<file path="src/sv/klb_pkg.sv">
`timescale 1ns / 1ps

package klb_pkg;

    localparam int LINE_CAPACITY_DEF = 19;

    localparam logic [15:0] IDLE_TIMEOUT_RESET = 16'd10;
    localparam logic [15:0] IDLE_COUNT_MAX     = 16'hffff;

    localparam int CFG_DATA_W = 32;
    localparam int CFG_ADDR_W = 3;

    typedef enum logic [0:0] {
        REG_IDLE_TIMEOUT = 1'b0
    } reg_index_t;

    typedef enum logic [1:0] {
        KIND_ECHO       = 2'd0,
        KIND_BACKSPACE  = 2'd1,
        KIND_LINE_CHAR  = 2'd2,
        KIND_EMPTY_LINE = 2'd3
    } kind_t;

    localparam logic [7:0] KEY_BACKSPACE = 8'h2a;
    localparam logic [7:0] KEY_SUBMIT    = 8'h23;
    localparam logic [7:0] CHAR_NONE     = 8'h00;

    typedef enum logic [1:0] {
        ST_IDLE,
        ST_EXEC,
        ST_SEND
    } state_t;

    typedef struct packed {
        logic       hit;
        logic [7:0] code;
    } key_info_t;

    function automatic logic [7:0] key_layout(input logic [1:0] row, input logic [1:0] col);
        logic [7:0] code;
        unique case ({row, col})
            4'h0: code = 8'h31;
            4'h1: code = 8'h32;
            4'h2: code = 8'h33;
            4'h3: code = 8'h41;
            4'h4: code = 8'h34;
            4'h5: code = 8'h35;
            4'h6: code = 8'h36;
            4'h7: code = 8'h42;
            4'h8: code = 8'h37;
            4'h9: code = 8'h38;
            4'ha: code = 8'h39;
            4'hb: code = 8'h43;
            4'hc: code = 8'h2a;
            4'hd: code = 8'h30;
            4'he: code = 8'h23;
            4'hf: code = 8'h44;
            default: code = 8'h44;
        endcase
        return code;
    endfunction

endpackage

</file>
<file path="src/sv/klb_ram.sv">
`timescale 1ns / 1ps

module klb_ram #(
    parameter int WIDTH = 8,
    parameter int DEPTH = 19,
    localparam int AW = (DEPTH > 1) ? $clog2(DEPTH) : 1
) (
    input  logic             aclk,
    input  logic             we,
    input  logic [AW-1:0]    waddr,
    input  logic [WIDTH-1:0] wdata,
    input  logic             re,
    input  logic [AW-1:0]    raddr,
    output logic [WIDTH-1:0] rdata
);

    logic [WIDTH-1:0] mem [DEPTH];
    logic [WIDTH-1:0] rdata_reg;

    always_ff @(posedge aclk) begin
        if (we) begin
            mem[waddr] <= wdata;
        end
        if (re) begin
            rdata_reg <= mem[raddr];
        end
    end

    assign rdata = rdata_reg;

endmodule

</file>
<file path="src/sv/klb_keydec.sv">
`timescale 1ns / 1ps

module klb_keydec (
    input  logic [3:0]         row_lines,
    input  logic [3:0]         col_lines,
    output klb_pkg::key_info_t key
);

    logic       row_ok;
    logic       col_ok;
    logic [1:0] row_idx;
    logic [1:0] col_idx;

    // bit 3 is the first line, exactly one low line required
    always_comb begin
        row_ok  = 1'b1;
        row_idx = 2'd0;
        unique case (~row_lines)
            4'b1000: row_idx = 2'd0;
            4'b0100: row_idx = 2'd1;
            4'b0010: row_idx = 2'd2;
            4'b0001: row_idx = 2'd3;
            default: row_ok  = 1'b0;
        endcase
    end

    always_comb begin
        col_ok  = 1'b1;
        col_idx = 2'd0;
        unique case (~col_lines)
            4'b1000: col_idx = 2'd0;
            4'b0100: col_idx = 2'd1;
            4'b0010: col_idx = 2'd2;
            4'b0001: col_idx = 2'd3;
            default: col_ok  = 1'b0;
        endcase
    end

    assign key.hit  = row_ok && col_ok;
    assign key.code = klb_pkg::key_layout(row_idx, col_idx);

endmodule

</file>
<file path="src/sv/keypad_line_entry_buffer.sv">
`timescale 1ns / 1ps

// Line entry from a 4x4 matrix keypad (layout 123A / 456B / 789C / *0#D). Each
// input transaction is a scan sample (s_cmd 0) or an idle tick (s_cmd 1). A scan
// with exactly one low row and one low column is a key: '*' deletes the last
// character, '#' streams the stored line out as line characters with m_last on
// the final one (or one empty-line result) and clears it, any other key is
// echoed and appended, clearing a full line first. Ticks count idle time and
// discard the line once the count exceeds idle_timeout_ticks (register 0,
// byte address 0, reset 10). Items are handled one at a time. A submit reads
// the line through the single read port of the line RAM, one character per
// cycle while m_ready does not hold the output register. The next transaction is
// taken while an earlier result still waits in the output register.
module keypad_line_entry_buffer #(
    parameter int LINE_CAPACITY = klb_pkg::LINE_CAPACITY_DEF
) (
    input  logic                            aclk,
    input  logic                            aresetn,
    input  logic                            psel,
    input  logic                            penable,
    input  logic                            pwrite,
    input  logic [klb_pkg::CFG_ADDR_W-1:0]  paddr,
    input  logic [klb_pkg::CFG_DATA_W-1:0]  pwdata,
    output logic [klb_pkg::CFG_DATA_W-1:0]  prdata,
    output logic                            pready,
    input  logic                            s_valid,
    output logic                            s_ready,
    input  logic                            s_cmd,
    input  logic [3:0]                      s_row_lines,
    input  logic [3:0]                      s_col_lines,
    output logic                            m_valid,
    input  logic                            m_ready,
    output logic [1:0]                      m_kind,
    output logic [7:0]                      m_char_code,
    output logic                            m_last
);

    localparam int AW = (LINE_CAPACITY > 1) ? $clog2(LINE_CAPACITY) : 1;
    localparam int CW = $clog2(LINE_CAPACITY + 1);
    localparam logic [CW-1:0] CAP = CW'(LINE_CAPACITY);

    klb_pkg::state_t state_reg, state_next;

    logic [15:0]   timeout_reg;
    logic [CW-1:0] fill_reg, fill_next;
    logic [15:0]   idle_reg, idle_next;
    logic [AW-1:0] rd_idx_reg, rd_idx_next;

    logic       cmd_reg;
    logic [3:0] row_reg;
    logic [3:0] col_reg;

    logic       m_valid_reg;
    logic [1:0] m_kind_reg, m_kind_next;
    logic [7:0] m_char_code_reg, m_char_code_next;
    logic       m_last_reg, m_last_next;
    logic       load_out;

    logic          ram_we;
    logic [AW-1:0] ram_waddr;
    logic [7:0]    ram_wdata;
    logic          ram_re;
    logic [AW-1:0] ram_raddr;
    logic [7:0]    ram_rdata;

    klb_pkg::key_info_t key;

    logic          s_fire;
    logic          out_free;
    logic          is_bs, is_sub, is_char;
    logic          fill_zero;
    logic          needs_out;
    logic          exec_wait;
    logic          start_stream;
    logic          send_last;
    logic [15:0]   idle_inc;
    logic [AW-1:0] app_addr;

    // configuration port
    assign pready = 1'b1;
    assign prdata = (paddr[2] == klb_pkg::REG_IDLE_TIMEOUT)
                  ? {{(klb_pkg::CFG_DATA_W - 16){1'b0}}, timeout_reg}
                  : '0;

    always_ff @(posedge aclk) begin
        if (!aresetn) begin
            timeout_reg <= klb_pkg::IDLE_TIMEOUT_RESET;
        end else if (psel && penable && pwrite && pready
                     && paddr[2] == klb_pkg::REG_IDLE_TIMEOUT) begin
            timeout_reg <= pwdata[15:0];
        end
    end

    klb_keydec u_keydec (
        .row_lines (row_reg),
        .col_lines (col_reg),
        .key       (key)
    );

    klb_ram #(
        .WIDTH (8),
        .DEPTH (LINE_CAPACITY)
    ) u_line_ram (
        .aclk  (aclk),
        .we    (ram_we),
        .waddr (ram_waddr),
        .wdata (ram_wdata),
        .re    (ram_re),
        .raddr (ram_raddr),
        .rdata (ram_rdata)
    );

    assign s_ready  = (state_reg == klb_pkg::ST_IDLE);
    assign s_fire   = s_valid && s_ready;
    assign out_free = !m_valid_reg || m_ready;

    assign fill_zero    = (fill_reg == '0);
    assign is_bs        = key.hit && (key.code == klb_pkg::KEY_BACKSPACE);
    assign is_sub       = key.hit && (key.code == klb_pkg::KEY_SUBMIT);
    assign is_char      = key.hit && !is_bs && !is_sub;
    assign needs_out    = !cmd_reg && (is_char || (is_bs && !fill_zero) || (is_sub && fill_zero));
    assign exec_wait    = needs_out && !out_free;
    assign start_stream = !cmd_reg && is_sub && !fill_zero;
    assign send_last    = ((CW'(rd_idx_reg) + CW'(1)) == fill_reg);
    assign idle_inc     = (idle_reg == klb_pkg::IDLE_COUNT_MAX) ? idle_reg : idle_reg + 16'd1;
    assign app_addr     = (fill_reg >= CAP) ? '0 : AW'(fill_reg);

    // next state
    always_comb begin
        state_next = state_reg;
        unique case (state_reg)
            klb_pkg::ST_IDLE: begin
                if (s_fire) begin
                    state_next = klb_pkg::ST_EXEC;
                end
            end
            klb_pkg::ST_EXEC: begin
                priority if (start_stream) begin
                    state_next = klb_pkg::ST_SEND;
                end else if (exec_wait) begin
                    state_next = klb_pkg::ST_EXEC;
                end else begin
                    state_next = klb_pkg::ST_IDLE;
                end
            end
            klb_pkg::ST_SEND: begin
                if (out_free && send_last) begin
                    state_next = klb_pkg::ST_IDLE;
                end
            end
            default: state_next = klb_pkg::ST_IDLE;
        endcase
    end

    // datapath and outputs
    always_comb begin
        fill_next        = fill_reg;
        idle_next        = idle_reg;
        rd_idx_next      = rd_idx_reg;
        load_out         = 1'b0;
        m_kind_next      = m_kind_reg;
        m_char_code_next = m_char_code_reg;
        m_last_next      = m_last_reg;
        ram_we           = 1'b0;
        ram_waddr        = app_addr;
        ram_wdata        = key.code;
        ram_re           = 1'b0;
        ram_raddr        = '0;
        unique case (state_reg)
            klb_pkg::ST_IDLE: begin
            end
            klb_pkg::ST_EXEC: begin
                priority if (cmd_reg) begin
                    idle_next = idle_inc;
                    if (idle_inc > timeout_reg) begin
                        fill_next = '0;
                    end
                end else if (start_stream) begin
                    idle_next   = '0;
                    ram_re      = 1'b1;
                    ram_raddr   = '0;
                    rd_idx_next = '0;
                end else if (!key.hit) begin
                end else if (is_bs && fill_zero) begin
                    idle_next = '0;
                end else if (out_free) begin
                    idle_next   = '0;
                    load_out    = 1'b1;
                    m_last_next = 1'b1;
                    priority if (is_bs) begin
                        fill_next        = fill_reg - CW'(1);
                        m_kind_next      = klb_pkg::KIND_BACKSPACE;
                        m_char_code_next = klb_pkg::CHAR_NONE;
                    end else if (is_sub) begin
                        m_kind_next      = klb_pkg::KIND_EMPTY_LINE;
                        m_char_code_next = klb_pkg::CHAR_NONE;
                    end else begin
                        ram_we           = 1'b1;
                        fill_next        = CW'(app_addr) + CW'(1);
                        m_kind_next      = klb_pkg::KIND_ECHO;
                        m_char_code_next = key.code;
                    end
                end
            end
            klb_pkg::ST_SEND: begin
                if (out_free) begin
                    load_out         = 1'b1;
                    m_kind_next      = klb_pkg::KIND_LINE_CHAR;
                    m_char_code_next = ram_rdata;
                    m_last_next      = send_last;
                    if (send_last) begin
                        fill_next = '0;
                    end else begin
                        rd_idx_next = rd_idx_reg + AW'(1);
                        ram_re      = 1'b1;
                        ram_raddr   = rd_idx_reg + AW'(1);
                    end
                end
            end
            default: begin
            end
        endcase
    end

    always_ff @(posedge aclk) begin
        if (!aresetn) begin
            state_reg   <= klb_pkg::ST_IDLE;
            fill_reg    <= '0;
            idle_reg    <= '0;
            rd_idx_reg  <= '0;
            m_valid_reg <= 1'b0;
        end else begin
            state_reg  <= state_next;
            fill_reg   <= fill_next;
            idle_reg   <= idle_next;
            rd_idx_reg <= rd_idx_next;
            if (load_out) begin
                m_valid_reg <= 1'b1;
            end else if (m_ready) begin
                m_valid_reg <= 1'b0;
            end
        end
    end

    // transaction payload and result registers
    always_ff @(posedge aclk) begin
        if (s_fire) begin
            cmd_reg <= s_cmd;
            row_reg <= s_row_lines;
            col_reg <= s_col_lines;
        end
        if (load_out) begin
            m_kind_reg      <= m_kind_next;
            m_char_code_reg <= m_char_code_next;
            m_last_reg      <= m_last_next;
        end
    end

    assign m_valid     = m_valid_reg;
    assign m_kind      = m_kind_reg;
    assign m_char_code = m_char_code_reg;
    assign m_last      = m_last_reg;

endmodule
</file>
<file path="config.mk">
export PLATFORM = sky130hd
export DESIGN_NAME = keypad_line_entry_buffer
export DESIGN_NICKNAME = d
export VERILOG_FILES = /design/src/sv/klb_pkg.sv /design/src/sv/klb_ram.sv /design/src/sv/klb_keydec.sv /design/src/sv/keypad_line_entry_buffer.sv
export SDC_FILE = /design/constraint.sdc
export NUM_CORES = 1
export LEC_CHECK = 0
export BUFFER_PORTS_ARGS = -buffer_cell sky130_fd_sc_hd__buf_4
export CELL_PAD_IN_SITES_DETAIL_PLACEMENT = 1
export CELL_PAD_IN_SITES_GLOBAL_PLACEMENT = 1
export CORE_AREA = 2 2 194 215
export CTS_BUF_LIST = sky130_fd_sc_hd__clkbuf_8 sky130_fd_sc_hd__clkbuf_16
export CTS_CLUSTER_DIAMETER = 150
export DETAILED_ROUTE_END_ITERATION = 10
export DIE_AREA = 0 0 196 217
export MAX_ROUTING_LAYER = met4
export PLACE_DENSITY = 0.55
export SETUP_SLACK_MARGIN = 0.15
export SLEW_MARGIN = 0
export SYNTH_ARGS = -nofsm -noshare
export SYNTH_HDL_FRONTEND = slang
export SYNTH_SLANG_ARGS = --single-unit
</file>
<file path="constraint.sdc">
create_clock -name aclk -period 3.4 [get_ports aclk]
set_input_delay 0.68 -clock aclk [delete_from_list [all_inputs] [get_ports aclk]]
set_output_delay 0.68 -clock aclk [all_outputs]
set_load 0.03 [all_outputs]
</file>
# Word level (Yosys, flattened, before mapping)
# Memories as Yosys holds them, arrays and structs flattened. A register that Yosys moved wholly into a read port is not among the register bits.
# Cells that the tools add are included.
dict set report op_classes {
  n_eq_ne 31
  bitwise 3
  reduce_logical 39
  mux 84
  addsub 4
  magnitude_cmp 2
}
# operator n
set op_table {}
lappend op_table {{16-bit two-way mux} 7}
lappend op_table {{5-bit two-way mux} 18}
lappend op_table {{8-bit two-way mux} 8}
lappend op_table {{1-bit two-way mux} 30}
lappend op_table {{2-bit two-way mux} 11}
lappend op_table {{2-bit != test, second input constant} 10}
lappend op_table {{5-bit one-hot mux with 2 select lines} 2}
lappend op_table {{2-bit one-hot mux with 3 select lines} 3}
lappend op_table {{1-bit logical AND} 17}
lappend op_table {{16-bit by 1-bit adder with 16-bit output, second input constant} 1}
lappend op_table {{16-bit == test, second input constant} 1}
lappend op_table {{8-bit by 6-bit == test with 1-bit output, second input constant} 2}
lappend op_table {{16-bit greater-than comparator} 1}
lappend op_table {{8-bit one-hot mux with 2 select lines} 1}
lappend op_table {{3-bit != test, second input constant} 5}
lappend op_table {{5-bit by 1-bit adder with 5-bit output, second input constant} 2}
lappend op_table {{9-bit AND reduction} 1}
lappend op_table {{4-bit by 1-bit == test with 1-bit output, second input constant} 2}
lappend op_table {{4-bit by 2-bit == test with 1-bit output, second input constant} 2}
lappend op_table {{4-bit by 3-bit == test with 1-bit output, second input constant} 2}
lappend op_table {{4-bit == test, second input constant} 2}
lappend op_table {{4-bit inverter} 2}
lappend op_table {{8-bit AND reduction} 1}
lappend op_table {{4-bit OR reduction} 2}
lappend op_table {{other kinds (20)} 30}
dict set report totals {
  reg_bits 65
  n_memories 2
  ramBits 152
  input_bits 51
  romBits 112
  output_inout_bits 46
  elab_cells 177
}
# memory depth width rd rd_clocked_by_memory_dff write_ports line
set memory_table {}
lappend memory_table {u_line_ram.mem 19 8 1 1 1 klb_ram.sv:17} ;# logic [WIDTH-1:0] mem [DEPTH];
lappend memory_table {{(no name shown)} 16 7 1 0 0 klb_pkg.sv:41} ;# unique case ({row, col})

# Longest topological paths before layout
dict set report depth {
  ltp_word 16
  mapped_depth 16
  depth_no_buf 15
}

# By module
# Synthesis repeated with hierarchy kept, for this count alone.
dict set report hier_totals {
  hier_cells 833
  hier_area_um2 10806.6
}
# mod area_each_um2 seq_area_each_um2 n_inst cells_per_inst
set by_module_without_submodules {}
lappend by_module_without_submodules {klb_ram 6237.2 4804.6 1 295}
lappend by_module_without_submodules {keypad_line_entry_buffer 4205.3 1501.4 1 488}
lappend by_module_without_submodules {klb_keydec 364.1 0.0 1 50}

# Worst setup path before layout
# OpenSTA, ideal clock, no wires.
dict set report synth_path {
  kind {register to register}
  start {register col_reg[0]}
  end {memory u_line_ram.mem[4][0] (enable)}
  setup_ps 380
  period_less_slack_ps 3557
  n_path_buf 0
  arrival_ps 3177
  path_stages_with_launch 12
  slack_ps -157
  required_ps 3020
  path_cell_list {edfxtp_1 > xor2_1 > nand2_1 > inv_1 > ha_1 > inv_1 > o211ai_1 > a211o_1 > nor2_1 > and4b_1 > nand2_1 > nor3_1}
}
# item line
set synth_lines {}
lappend synth_lines {{from (decl)} keypad_line_entry_buffer.sv:51} ;# logic [3:0] col_reg;
lappend synth_lines {{from (signal assigned)} keypad_line_entry_buffer.sv:250} ;# col_reg <= s_col_lines;
lappend synth_lines {{to (decl)} klb_ram.sv:17}

# Worst setup path after layout
dict set report layout_path {
  start {register idle_reg[2]}
  end {register fill_reg[4]}
}
dict set report layout_between {
  elab_chain_cells 5
  word_cells_on_any_way 6
  cone_classes {1 x add/sub; 1 x order compare; 2 x eq/ne; 1 x mux; 1 x reduce/logical}
}
# item line
set layout_rtl {}
lappend layout_rtl {{from (decl)} keypad_line_entry_buffer.sv:46} ;# logic [15:0] idle_reg, idle_next;
lappend layout_rtl {{from (signal assigned)} keypad_line_entry_buffer.sv:235} ;# idle_reg <= idle_next;
lappend layout_rtl {{16-bit by 1-bit adder with 16-bit output or 16-bit == test (tied branches)} keypad_line_entry_buffer.sv:125} ;# assign idle_inc = (idle_reg == klb_pkg::IDLE_COUNT_MAX) ? idle_reg : idle_reg + 16'd1;
lappend layout_rtl {{16-bit two-way mux (*)} keypad_line_entry_buffer.sv:125}
lappend layout_rtl {{16-bit greater-than comparator (*)} keypad_line_entry_buffer.sv:175} ;# if (idle_inc > timeout_reg) begin
lappend layout_rtl {{3-bit != test (no source line) (*)} n/a}
lappend layout_rtl {{9-bit AND reduction (no source line) (*)} n/a}
lappend layout_rtl {{to (signal assigned)} keypad_line_entry_buffer.sv:234} ;# fill_reg <= fill_next;
lappend layout_rtl {{to (decl)} keypad_line_entry_buffer.sv:45} ;# logic [CW-1:0] fill_reg, fill_next;
# Mark *: on every way between the ends. The rest lies on a longest branch, timed or not.
# A chain may end at the register's enable or synchronous reset.

==> qor.json <==
{
  "route.vias.total": {"value": 8046},
  "share_of_power_burned_in_registers": {"value": 47.1, "unit": "%"},
  "synth.yosys.seq_area_share": {"value": 54.5, "unit": "%"},
  "dieHeight": {"value": 217, "unit": "um"},
  "drt_drc_violations_left": {"value": 0},
  "power_frac_comb": {"value": 7.9, "unit": "%"},
  "synth-warning-count": {"value": 0},
  "floorplan.die_area": {"value": 0.0425, "unit": "mm2"},
  "timing.setup.tns": {"value": 0, "unit": "ns"},
  "mean_cell_area_of_the_mapped_netlist": {"value": 10.7, "unit": "um2"},
  "status": {"value": "completed"},
  "list_of_cells_traversed_by_the_critical_path": {"value": "and4_4, and4_4, nand4_1, nor2_1, nor2_1, a21oi_2, ha_1, a21o_1, a21oi_2, nand2_1, o21a_1, a311oi_2, buf_4, nor3_4, a221oi_1"},
  "largest_reg_flops": {"value": 133},
  "fin_worst_hold_slack": {"value": 0.342, "unit": "ns"},
  "ant_nets": {"value": 0},
  "worstPathBufferInverterCount": {"value": 1},
  "floorplan.rows": {"value": 78},
  "grt_pass1_wl": {"value": 49000, "unit": "um"},
  "ys_seq_elements": {"value": 204},
  "ys.flop_type": {"value": "sky130_fd_sc_hd__edfxtp_1"},
  "gp_congestion": {"value": 0.790},
  "p_sw": {"value": 1350, "unit": "uW"},
  "placed_area": {"value": 0.0120, "unit": "mm2"},
  "timing.critical_path.slowest_stage_cell": {"value": "sky130_fd_sc_hd__dfxtp_2"},
  "antenna_found_initial": {"value": 0},
  "timing.critical_path.slowest_cell_delay": {"value": 0.33, "unit": "ns"},
  "cts-htree-levels": {"value": 1},
  "synth.lib_cells_used.distinct": {"value": 74},
  "cts_root_buf": {"value": "sky130_fd_sc_hd__clkbuf_16"},
  "post-dp-hpwl": {"value": 23100, "unit": "um"},
  "yosys.area.top_type": {"value": "sky130_fd_sc_hd__edfxtp_1"},
  "fill_cells": {"value": 4550},
  "synth_enable_flop_cells": {"value": 159},
  "worst_ep_required_time": {"value": 3.83, "unit": "ns"},
  "crit_path_max_fanout": {"value": 5},
  "layout.nets": {"value": 1197},
  "muxShareOfSynthArea": {"value": 2.16, "unit": "%"},
  "crit_family": {"value": "compound AO/OA/AOI/OAI gates"},
  "max_ir_drop_vdd": {"value": 305, "unit": "uV"},
  "placeableCoreArea": {"value": 0.0406, "unit": "mm2"},
  "startpoint_type": {"value": "flip-flop"},
  "overflow": {"value": 0},
  "power.share.clock": {"value": 45.0, "unit": "%"},
  "clk_path_buf_depth": {"value": 3},
  "cts_hold_repair.buffers": {"value": 0},
  "die-width": {"value": 196, "unit": "um"},
  "ranking_of_synthesized_cells_by_area": {"value": "sky130_fd_sc_hd__edfxtp_1, sky130_fd_sc_hd__dfxtp_1, sky130_fd_sc_hd__ha_1, sky130_fd_sc_hd__nand2_1, sky130_fd_sc_hd__a21oi_1"},
  "boundaryPins": {"value": 97},
  "drt-vias-per-instance": {"value": 4.88},
  "synthesized_area_fraction_occupied_by_and_or_nand_nor_cells": {"value": 15.3, "unit": "%"},
  "final-hold-violation-count": {"value": 0},
  "critPathCaptureType": {"value": "flip-flop"},
  "global_route.usage.total": {"value": 15.1, "unit": "%"},
  "finish.utilization": {"value": 32.3, "unit": "%"},
  "start_util": {"value": 25.7, "unit": "%"},
  "syn_inst": {"value": 969},
  "synth_compound_gate_area_share": {"value": 15.9, "unit": "%"},
  "cts.sink_count": {"value": 204},
  "timing.max_slew.rel_slack": {"value": 17.2, "unit": "%"},
  "drt_iter0_markers": {"value": 408},
  "final_period_minus_worst_setup_slack": {"value": 3.20, "unit": "ns"},
  "place.detailed.instances": {"value": 1597},
  "final_count_of_pins_violating_max_slew": {"value": 0},
  "power_density": {"value": 443, "unit": "mW/mm2"},
  "synth_xor_xnor_area_share": {"value": 2.74, "unit": "%"},
  "synth-async-reset-ratio": {"value": 0, "unit": "%"},
  "max_freq": {"value": 312, "unit": "MHz"},
  "synthAdderAreaFrac": {"value": 4.09, "unit": "%"},
  "antenna-diode-count": {"value": 0},
  "dominant_combinational_cell_family_by_area_after_synthesis": {"value": "compound AO/OA/AOI/OAI gates"},
  "syn2layout_area_growth": {"value": 26.1, "unit": "%"},
  "fin_area": {"value": 0.0131, "unit": "mm2"},
  "skew": {"value": 0.0118, "unit": "ns"},
  "clkTransAtPathRegs": {"value": 0.06, "unit": "ns"},
  "postRouteWirelength": {"value": 31300, "unit": "um"},
  "share_of_post_route_cells_with_drive_strength_above_1": {"value": 24.0, "unit": "%"},
  "grt_setup_unrepaired": {"value": "true"},
  "dr.pass1.iters": {"value": 5},
  "routedWlPerCell": {"value": 18.9, "unit": "um"},
  "cp_data_arrival_time": {"value": 3.63, "unit": "ns"},
  "max_cap_viols": {"value": 0},
  "sw_frac_of_total": {"value": 23.2, "unit": "%"},
  "finalCritPeriodShare": {"value": 94.3, "unit": "%"},
  "setup.worst_path.class": {"value": "reg -> reg"},
  "synth.cell_area": {"value": 0.0104, "unit": "mm2"},
  "type_of_the_most_critical_hold_path": {"value": "in -> reg"},
  "post-synth-top-area-fraction": {"value": 45.8, "unit": "%"},
  "io_buffers": {"value": 60},
  "number_of_global_route_vias_before_repair": {"value": 8394},
  "fin_cells": {"value": 1650},
  "setup_viol": {"value": 0},
  "tightest_slew": {"value": 1.24, "unit": "ns"},
  "cellInternalPower": {"value": 4460, "unit": "uW"},
  "static-leakage-power": {"value": 0.00466, "unit": "uW"},
  "tritoncts": {"value": "done"},
  "grt_start_max_net_pins": {"value": 38},
  "clock_insertion_delay_worst_skew": {"value": 0.52, "unit": "ns"},
  "cts_inserted_buffers": {"value": 25}
}
logic make-up (layout without fill, tap and decap cells):
logic type               count (synthesis)  count (layout)
buffers and inverters                  115             260
other                                    2              18
adder cells (fa/ha/maj)                 34              34
multiplexers                            22              22
AND/OR/NAND/NOR                        324             324
flip-flops                             204             204
XOR/XNOR                                27              27
AO/OA/AOI/OAI                          241             241
path summary, 6_finish.rpt:
kind | cells after the start | slack, ns | from | end
worst max-delay path | 15 | 0.20 | idle_reg[2]$_SDFFE_PN0P_ | fill_reg[4]$_SDFFE_PN0P_
worst min-delay path | 1 | 0.34 | s_row_lines[0] | row_reg[0]$_DFFE_PP_
worst max register to register | 15 | 0.20 | idle_reg[2]$_SDFFE_PN0P_ | fill_reg[4]$_SDFFE_PN0P_
worst min register to register | 2 | 0.46 | timeout_reg[2]$_SDFFE_PN0P_ | timeout_reg[2]$_SDFFE_PN0P_
power groups by stage:
stage | sequential (uW) | combinational [uW] | clock, uW
6_report | 2740 | 459 | 2620
5_1_grt | 2740 | 505 | 2780
4_1_cts | 2730 | 442 | 2680
3_5_place_dp | 2790 | 438 | 0
3_3_place_gp | 2790 | 432 | 0
2_1_floorplan | 2790 | 262 | 0
routing by layer:
metal / vias up / wire, um / track usage (%)
met5: - / 0 / -
met2: 142 / 15700 / 26.2
li1: 3859 / - / -
met4: 0 / 568 / 3.33
met3: 40 / 1170 / 1.95
met1: 4005 / 13900 / 18.9
cells in the final DEF (no fill, tap or decap), types with 7 or more instances in the layout:
cell type and n:
sky130_fd_sc_hd__o22ai_1 8, sky130_fd_sc_hd__o21ai_0 30, sky130_fd_sc_hd__a31oi_1 19, sky130_fd_sc_hd__and2_1 11, sky130_fd_sc_hd__nand4_1 16, sky130_fd_sc_hd__nand2b_1 8
sky130_fd_sc_hd__edfxtp_1 159, sky130_fd_sc_hd__nand2_1 95, sky130_fd_sc_hd__nor3_4 8, sky130_fd_sc_hd__dfxtp_1 39, sky130_fd_sc_hd__a211oi_1 12, sky130_fd_sc_hd__ha_1 30
sky130_fd_sc_hd__nand3_1 26, sky130_fd_sc_hd__clkbuf_16 25, sky130_fd_sc_hd__nor2_2 8, sky130_fd_sc_hd__a21oi_1 59, sky130_fd_sc_hd__o2bb2ai_1 7, sky130_fd_sc_hd__nor4_1 12
sky130_fd_sc_hd__xnor2_1 15, sky130_fd_sc_hd__nor2_1 72, sky130_fd_sc_hd__buf_4 161, sky130_fd_sc_hd__conb_1 18, sky130_fd_sc_hd__a221oi_1 20, sky130_fd_sc_hd__a21o_1 7
sky130_fd_sc_hd__mux2i_1 18, sky130_fd_sc_hd__o21a_1 15, sky130_fd_sc_hd__nor2b_1 22, sky130_fd_sc_hd__inv_1 55
cell usage after synthesis, drive strengths merged, types with 5 or more instances:
library cell,n
a211oi,13
nor4,13
a21oi,64
edfxtp,159
o21a,15
xnor2,16
a41oi,6
o31ai,5
nand3,32
nand2,99
nand4,17
inv,49
and2,11
a31oi,20
o21ai,36
nand2b,8
mux2i,18
xor2,8
nor2b,22
ha,34
a221oi,20
a2111o,6
buf,33
o2bb2ai,7
a21o,7
clkbuf,32
nor2,82
nor3,18
dfxtp,45
o211ai,6
o22ai,8
area by class of cell:
class | instances | area (um2) | area share, %
Tap cell | 520 | 651 | 4.95
Inverter | 50 | 188 | 1.43
Sequential cell | 204 | 5680 | 43.3
Clock buffer | 30 | 694 | 5.29
Multi-Input combinational cell | 666 | 4520 | 34.5
Timing Repair Buffer | 165 | 1280 | 9.75
Clock inverter | 15 | 113 | 0.857
stage by stage:
step                      power [uW]  setup WS, ns
after floorplan                 3050         0.161
after global routing            6020        0.0476
after CTS                       5860         0.130
after detailed placement        3230       -0.0422
final                           5810         0.195
after global placement          3220       -0.0714
what timing repair did:
item / CTS / global route
setup endpoints to repair: 50 / 179
cloned: 0 / 0
pin swaps: 8 / 29
setup buffers: 3 / 5
resized for setup: 13 / 43
No activity file was read; power rests on OpenSTA's default activity.
